--- config.mk ---
export PLATFORM = sky130hd
export DESIGN_NAME = svge_pair_alu
export DESIGN_NICKNAME = d
export VERILOG_FILES = /design/src/hw/rtl/svge_pkg.sv /design/src/hw/rtl/svge_pair_alu.sv
export SDC_FILE = /design/constraint.sdc
export NUM_CORES = 2
export LEC_CHECK = 0
export BUFFER_PORTS_ARGS = -buffer_cell sky130_fd_sc_hd__buf_4
export CORE_MARGIN = 1.5
export CORE_UTILIZATION = 55
export DETAILED_ROUTE_END_ITERATION = 16
export MAX_ROUTING_LAYER = met4
export PLACE_DENSITY_LB_ADDON = 0.3
export SLEW_MARGIN = 20
export SYNTH_ARGS = -nofsm -noshare
export SYNTH_HDL_FRONTEND = slang
export SYNTH_SLANG_ARGS = --single-unit
--- constraint.sdc ---
create_clock -name clk -period 6.6 [get_ports clk]
set_input_delay 0.33 -clock clk [delete_from_list [all_inputs] [get_ports clk]]
set_output_delay 0.33 -clock clk [all_outputs]
set_load 0.02 [all_outputs]
--- src/hw/rtl/svge_pkg.sv ---
// ----------------------------------------------------------------------------
// State vector gate engine package
// Widths, fixed-point types, command and status codes, and sequencer states.
// ----------------------------------------------------------------------------
package svge_pkg;

    localparam int MAX_QUBITS = 10;
    localparam int AMP_BITS   = 18;
    localparam int FRAC_BITS  = AMP_BITS - 2;
    localparam int ADDR_W     = MAX_QUBITS;
    localparam int DEPTH      = 1 << ADDR_W;
    localparam int QUBIT_W    = 4;
    localparam int FUNC_W     = 3;
    localparam int STATUS_W   = 2;
    localparam int PROD_W     = 2 * AMP_BITS;
    localparam int RND_W      = PROD_W - FRAC_BITS;
    localparam int SUM_W      = RND_W + 2;

    typedef logic signed [AMP_BITS-1:0] amp_t;
    typedef logic [ADDR_W-1:0]          addr_t;
    typedef logic [QUBIT_W-1:0]         qubit_t;
    typedef logic [FUNC_W-1:0]          func_t;
    typedef logic [STATUS_W-1:0]        status_t;

    typedef struct packed {
        amp_t re;
        amp_t im;
    } cplx_t;

    typedef struct packed {
        cplx_t m00;
        cplx_t m01;
        cplx_t m10;
        cplx_t m11;
    } mat_t;

    localparam amp_t AMP_ONE = amp_t'(2 ** FRAC_BITS);

    localparam func_t FN_BASIS = 3'd0;
    localparam func_t FN_GATE  = 3'd1;
    localparam func_t FN_CGATE = 3'd2;
    localparam func_t FN_SWAP  = 3'd3;
    localparam func_t FN_CSWAP = 3'd4;
    localparam func_t FN_READ  = 3'd5;

    localparam status_t ST_OK      = 2'd0;
    localparam status_t ST_QUBIT   = 2'd1;
    localparam status_t ST_INDEX   = 2'd2;
    localparam status_t ST_CTL_EQ  = 2'd3;

    typedef enum logic [3:0] {
        S_CLR,
        S_IDLE,
        S_RD_ADDR,
        S_RD_DATA,
        S_P_RD,
        S_Q_RD,
        S_A1,
        S_MUL,
        S_ACC,
        S_WR_P,
        S_WR_Q,
        S_NEXT,
        S_DONE
    } seq_state_t;

endpackage

--- src/hw/rtl/svge_pair_alu.sv ---
// ----------------------------------------------------------------------------
// Pair arithmetic unit
// Four rounded products per phase, registered, then summed and saturated.
// ----------------------------------------------------------------------------
module svge_pair_alu
    import svge_pkg::*;
(
    input  logic       clk,
    input  logic [1:0] phase,
    input  cplx_t      a0,
    input  cplx_t      a1,
    input  mat_t       mat,
    output amp_t       result
);

    localparam logic signed [PROD_W-1:0] RND_HALF = PROD_W'(2 ** (FRAC_BITS - 1));
    localparam logic signed [SUM_W-1:0]  SAT_MAX  = SUM_W'(2 ** (AMP_BITS - 1) - 1);
    localparam logic signed [SUM_W-1:0]  SAT_MIN  = -SAT_MAX - SUM_W'(1);

    cplx_t ma;
    cplx_t mb;
    amp_t  op_m [4];
    amp_t  op_a [4];
    logic signed [PROD_W-1:0] prod [4];
    logic signed [RND_W-1:0]  rnd_reg [4];
    logic                     odd_reg;
    logic signed [SUM_W-1:0]  sum;

    always_comb
    begin
        ma = phase[1] ? mat.m10 : mat.m00;
        mb = phase[1] ? mat.m11 : mat.m01;
        op_m[0] = ma.re;
        op_m[1] = ma.im;
        op_m[2] = mb.re;
        op_m[3] = mb.im;
        if (phase[0])
        begin
            op_a[0] = a0.im;
            op_a[1] = a0.re;
            op_a[2] = a1.im;
            op_a[3] = a1.re;
        end
        else
        begin
            op_a[0] = a0.re;
            op_a[1] = a0.im;
            op_a[2] = a1.re;
            op_a[3] = a1.im;
        end
        for (int i = 0; i < 4; i++)
        begin
            prod[i] = (PROD_W'(op_m[i]) * PROD_W'(op_a[i])) + RND_HALF;
        end
    end

    always_ff @(posedge clk)
    begin
        for (int i = 0; i < 4; i++)
        begin
            rnd_reg[i] <= prod[i][PROD_W-1:FRAC_BITS];
        end
        odd_reg <= phase[0];
    end

    always_comb
    begin
        if (odd_reg)
        begin
            sum = SUM_W'(rnd_reg[0]) + SUM_W'(rnd_reg[1])
                + SUM_W'(rnd_reg[2]) + SUM_W'(rnd_reg[3]);
        end
        else
        begin
            sum = SUM_W'(rnd_reg[0]) - SUM_W'(rnd_reg[1])
                + SUM_W'(rnd_reg[2]) - SUM_W'(rnd_reg[3]);
        end
        if (sum > SAT_MAX)
        begin
            result = amp_t'(SAT_MAX);
        end
        else if (sum < SAT_MIN)
        begin
            result = amp_t'(SAT_MIN);
        end
        else
        begin
            result = sum[AMP_BITS-1:0];
        end
    end

endmodule

; ---- Word-level counts from Yosys, hierarchy flattened
; Memories as Yosys holds them, arrays and structs flattened.
; Index checks and enable logic that the tools add are counted.
[word_totals]
ram_bits = 80
reg_bits = 1
wordCells = 24
n_memories = 1
inputBits = 219
[memory_table]
columns = memory, depth, word_bits, rd, rd_clocked_by_memory_dff, write_ports, line
row1 = rnd_reg, 4, 20, 4, 0, 4, svge_pair_alu.sv:25  ; logic signed [RND_W-1:0] rnd_reg [4];
[classes]
n_lt_le_gt_ge = 2
muxes = 6
n_mul = 4
n_addsub = 10
[ops]
columns = cell, n
row1 = $add 36x17->36 const B, 4
row2 = $mul 18x18->36, 4
row3 = $mux 36, 2
row4 = $mux 72, 1
row5 = $add 21x20->22, 2
row6 = $mux 18, 2
row7 = $add 22x20->22, 1
row8 = $gt 22x18->1 const B, 1
row9 = $lt 22x18->1 const B, 1
row10 = $mux 22, 1
row11 = $sub 22x20->22, 1
row12 = $add 20x20->21, 1
row13 = $sub 20x20->21, 1

; ---- Depth between registers and ports, before layout
[depth]
depth_word = 7
depth_mapped = 28
depth_no_buf = 25

; ---- Worst setup path after synthesis
; OpenSTA, ideal clock, no wires.
[synth_path]
path_type = input port to flip-flop
start = input phase[0]
end = memory rnd_reg[1][19] (netlist name)
n_path_buf = 4
arrival_ns = 7.197
setup_ns = 0.072
stages = 25
required_ns = 6.528
setup_slack_ns = -0.670
path_cell_list = buf_6 buf_2 buf_1 clkbuf_1 mux2_2 nand2_1 fa_1 inv_1 fa_1 fa_1 fa_1 fa_1 inv_1 fa_1 inv_1 ha_1 a21o_1 a21o_1 a21o_1 a21o_1 a21oi_1 o32ai_1 or3_1 a31oi_1 xnor2_1
[synth_rtl]
columns = element, line
row1 = "start, declared", svge_pair_alu.sv:9  ; input logic [1:0] phase,
row2 = "end, declared", svge_pair_alu.sv:25

==> results.yml <==
cells_and_area:
  drive_gt1_share_pct: 17.7
  largest_register_ffs: 80
  antenna_cells: 0
  nNetsFinal: 8659
  area_delta_synth_final_pct: 17.3
  num-fill-cells: 8032
  fin_cells: 7936
  fin_util_pct: 65.1
synthesis:
  synthesis.area_um2: 53500
  seq_area_frac_synth_pct: 3.03
  yosysTopAreaCell: "fa_1"
  synth-edff-count: 0
  synth_seq_cells: 81
  synth_top_area_share_pct: 52.4
  synth_flop_cell: "dfxtp_1"
  synthArstFlopShare_pct: 0
  syn_nets: 7855
  synthCells: 5851
  syn_avg_cell_area_um2: 9.14
  ys_top_cells_by_area: "fa_1 52%, inv_1 11%, ha_1 9.1%"
  synth.distinct_cells: 81
  synth.yosys.warnings: 0
worst_setup_path:
  crit_required_ps: 6860
  cp_slowest_stage_delay_ps: 530
  critPathLaunchType: "input port"
  critical_path_arrival_ps: 6640
  end_kind: "flip-flop"
  cp_slowest_cell: "fa_1"
  cpMostUsedCell: "inv_1"
  critPathKind: "input port to flip-flop"
  cp_max_fo: 24
sta:
  slew_viol_final: 0
  finalHoldViolations: 0
  timing.final.crit_share_pct: 96.7
  clock.fmax_mhz: 157
  worst_pin_slew_ps: 833
  min_period_ps: 6380
  tns_ps: 0
  grt_setup_unrepaired: "yes"
  slew_headroom_pct: 42.9
  final-setup-viol-count: 0
routing:
  first_iter_violations: 2932
  wl_per_cell_um: 20.1
  vias_per_cell: 5.33
  drc: 0
  first_pass_iters: 6
  ant_nets: 0
  vias: 42317
  totalWireLength_um: 159000
floorplan:
  initial_core_util_pct: 55.4
  rows: 114
  coreArea_um2: 96400
  die_area_um2: 99100
  fp.dieH_um: 315
  pin_count: 237
  fp.dieW_um: 315
global_route:
  grt_pass1_vias: 46752
  grt_max_degree: 43
  grt_pass1_wl_um: 254000
  antenna_found_initial: 0
  grt_usage_pct: 34.5
  overflow: 0
placement:
  placed_cells: 7906
  hpwl_um: 142000
  gp_congestion: 1.03
  portBuffers: 236
worst_hold_path:
  hp-class: "input port to flip-flop"
cts:
  root_buffer: "clkbuf_16"
  h-tree-depth: 3
  cts_hold_buf: 0
  cts_buffer_depth: 2
  cts_tree: "built"
  path_clk_slew_ps: 70
  cts_sinks: 81
  cts_inserted_buffers: 9
job:
  maxCapViolCount: 0
run_status:
  status: "complete, no violations"
[synth_stat cells (6+ instances only)]
master,n
a211oi_1,13
a21o_1,37
a21oi_1,91
a31oi_1,15
and2_1,11
and3_1,9
and4_1,7
buf_1,28
clkbuf_1,89
dfxtp_1,81
fa_1,1398
ha_1,387
inv_1,1586
mux2_2,130
mux2i_1,139
nand2_1,621
nand2b_1,31
nand3_1,25
nand4_1,15
nor2_1,731
nor2b_1,13
nor3_1,27
o211ai_1,6
o21a_1,19
o21ai_0,48
o21ai_1,27
o21bai_1,11
o31a_1,6
or2_2,26
or3_1,6
xnor2_1,107
xor2_1,30
[final timing paths]
path / start / cells after the start / to / slack (ps)
min: phase[0] / 1 / odd_reg / 200
max: phase[1] / 29 / rnd_reg[3][13] / 220
[per-layer routing]
layer	global-route usage, %	wire [µm]	up-vias	part of all wire [%]
met5	-	0	-	0
met4	14.7	9000	0	5.6
li1	-	-	18755	-
met1	43.2	62100	21274	39
met3	5.50	13400	416	8.4
met2	55.7	74900	1872	47
[critical path: cells and delay by family]
kind,cells,cell delay (ps)
buffers and inverters,11,1160
AND/OR/NAND/NOR,2,230
AO/OA/AOI/OAI,7,1540
XOR/XNOR,1,180
adder cells (fa/ha/maj),7,2720
multiplexers,1,390
[cell families (layout without fill, tap and decap cells)]
group           Yosys count  in the layout  synth area share [%]
compound gates          328            328                  4.08
xor+xnor                137            137                  2.24
fa+ha+maj              1785           1785                  61.4
buf+inv                1708           2517                  12.0
flops                    81             81                  3.03
mux                     275            275                  5.55
simple gates           1537           1537                  11.6
[cells in the final DEF, fill, tap and decap left out, types with 8 or more instances in the layout]
cell | netlist | final
a211oi_1 | 13 | 10
a21o_1 | 37 | 37
a21oi_1 | 91 | 85
a21oi_2 | 2 | 8
a31oi_1 | 15 | 15
and2_1 | 11 | 11
and3_1 | 9 | 9
buf_12 | 0 | 28
buf_4 | 1 | 871
clkbuf_16 | 0 | 13
dfxtp_1 | 81 | 81
fa_1 | 1398 | 1394
ha_1 | 387 | 385
inv_1 | 1586 | 1582
mux2_2 | 130 | 118
mux2_4 | 2 | 14
mux2i_1 | 139 | 102
mux2i_2 | 0 | 31
mux2i_4 | 3 | 9
nand2_1 | 621 | 621
nand2b_1 | 31 | 31
nand3_1 | 25 | 25
nand4_1 | 15 | 15
nor2_1 | 731 | 731
nor2b_1 | 13 | 13
nor3_1 | 27 | 26
o21a_1 | 19 | 19
o21ai_0 | 48 | 45
o21ai_1 | 27 | 27
o21bai_1 | 11 | 11
or2_2 | 26 | 26
xnor2_1 | 107 | 106
xor2_1 | 30 | 29
[per-stage QoR]
| step | hold slack, ps | cell area, µm² | worst slack [ps] |
|---|---|---|---|
| floorplan | 358 | 53700 | -3.09 |
| global placement | 587 | 61900 | -195 |
| detailed placement | 587 | 61900 | -309 |
| CTS | 210 | 62200 | 38.5 |
| global route | 188 | 62700 | -56.0 |
| finish | 203 | 62700 | 221 |
[cell type report]
cell class	count	area, µm²	area share [%]
multi-input combinational	4062	45800	73.0
timing repair buffer	915	7400	11.8
inverter	1586	5950	9.49
sequential	81	1620	2.59
tap	1276	1600	2.55
clock buffer	9	225	0.359
clock inverter	7	130	0.207
[what timing repair did]
| action | CTS | global route |
|---|---|---|
| gates resized for setup | 0 | 62 |
| buffers inserted | 0 | 10 |
| endpoints found under the hold margin | 0 | 0 |
| setup endpoints to repair | 0 | 38 |
Power is left out: the tool's default activity adds up to more than one toggle a clock period on the data nets, which glitch-free logic cannot reach.
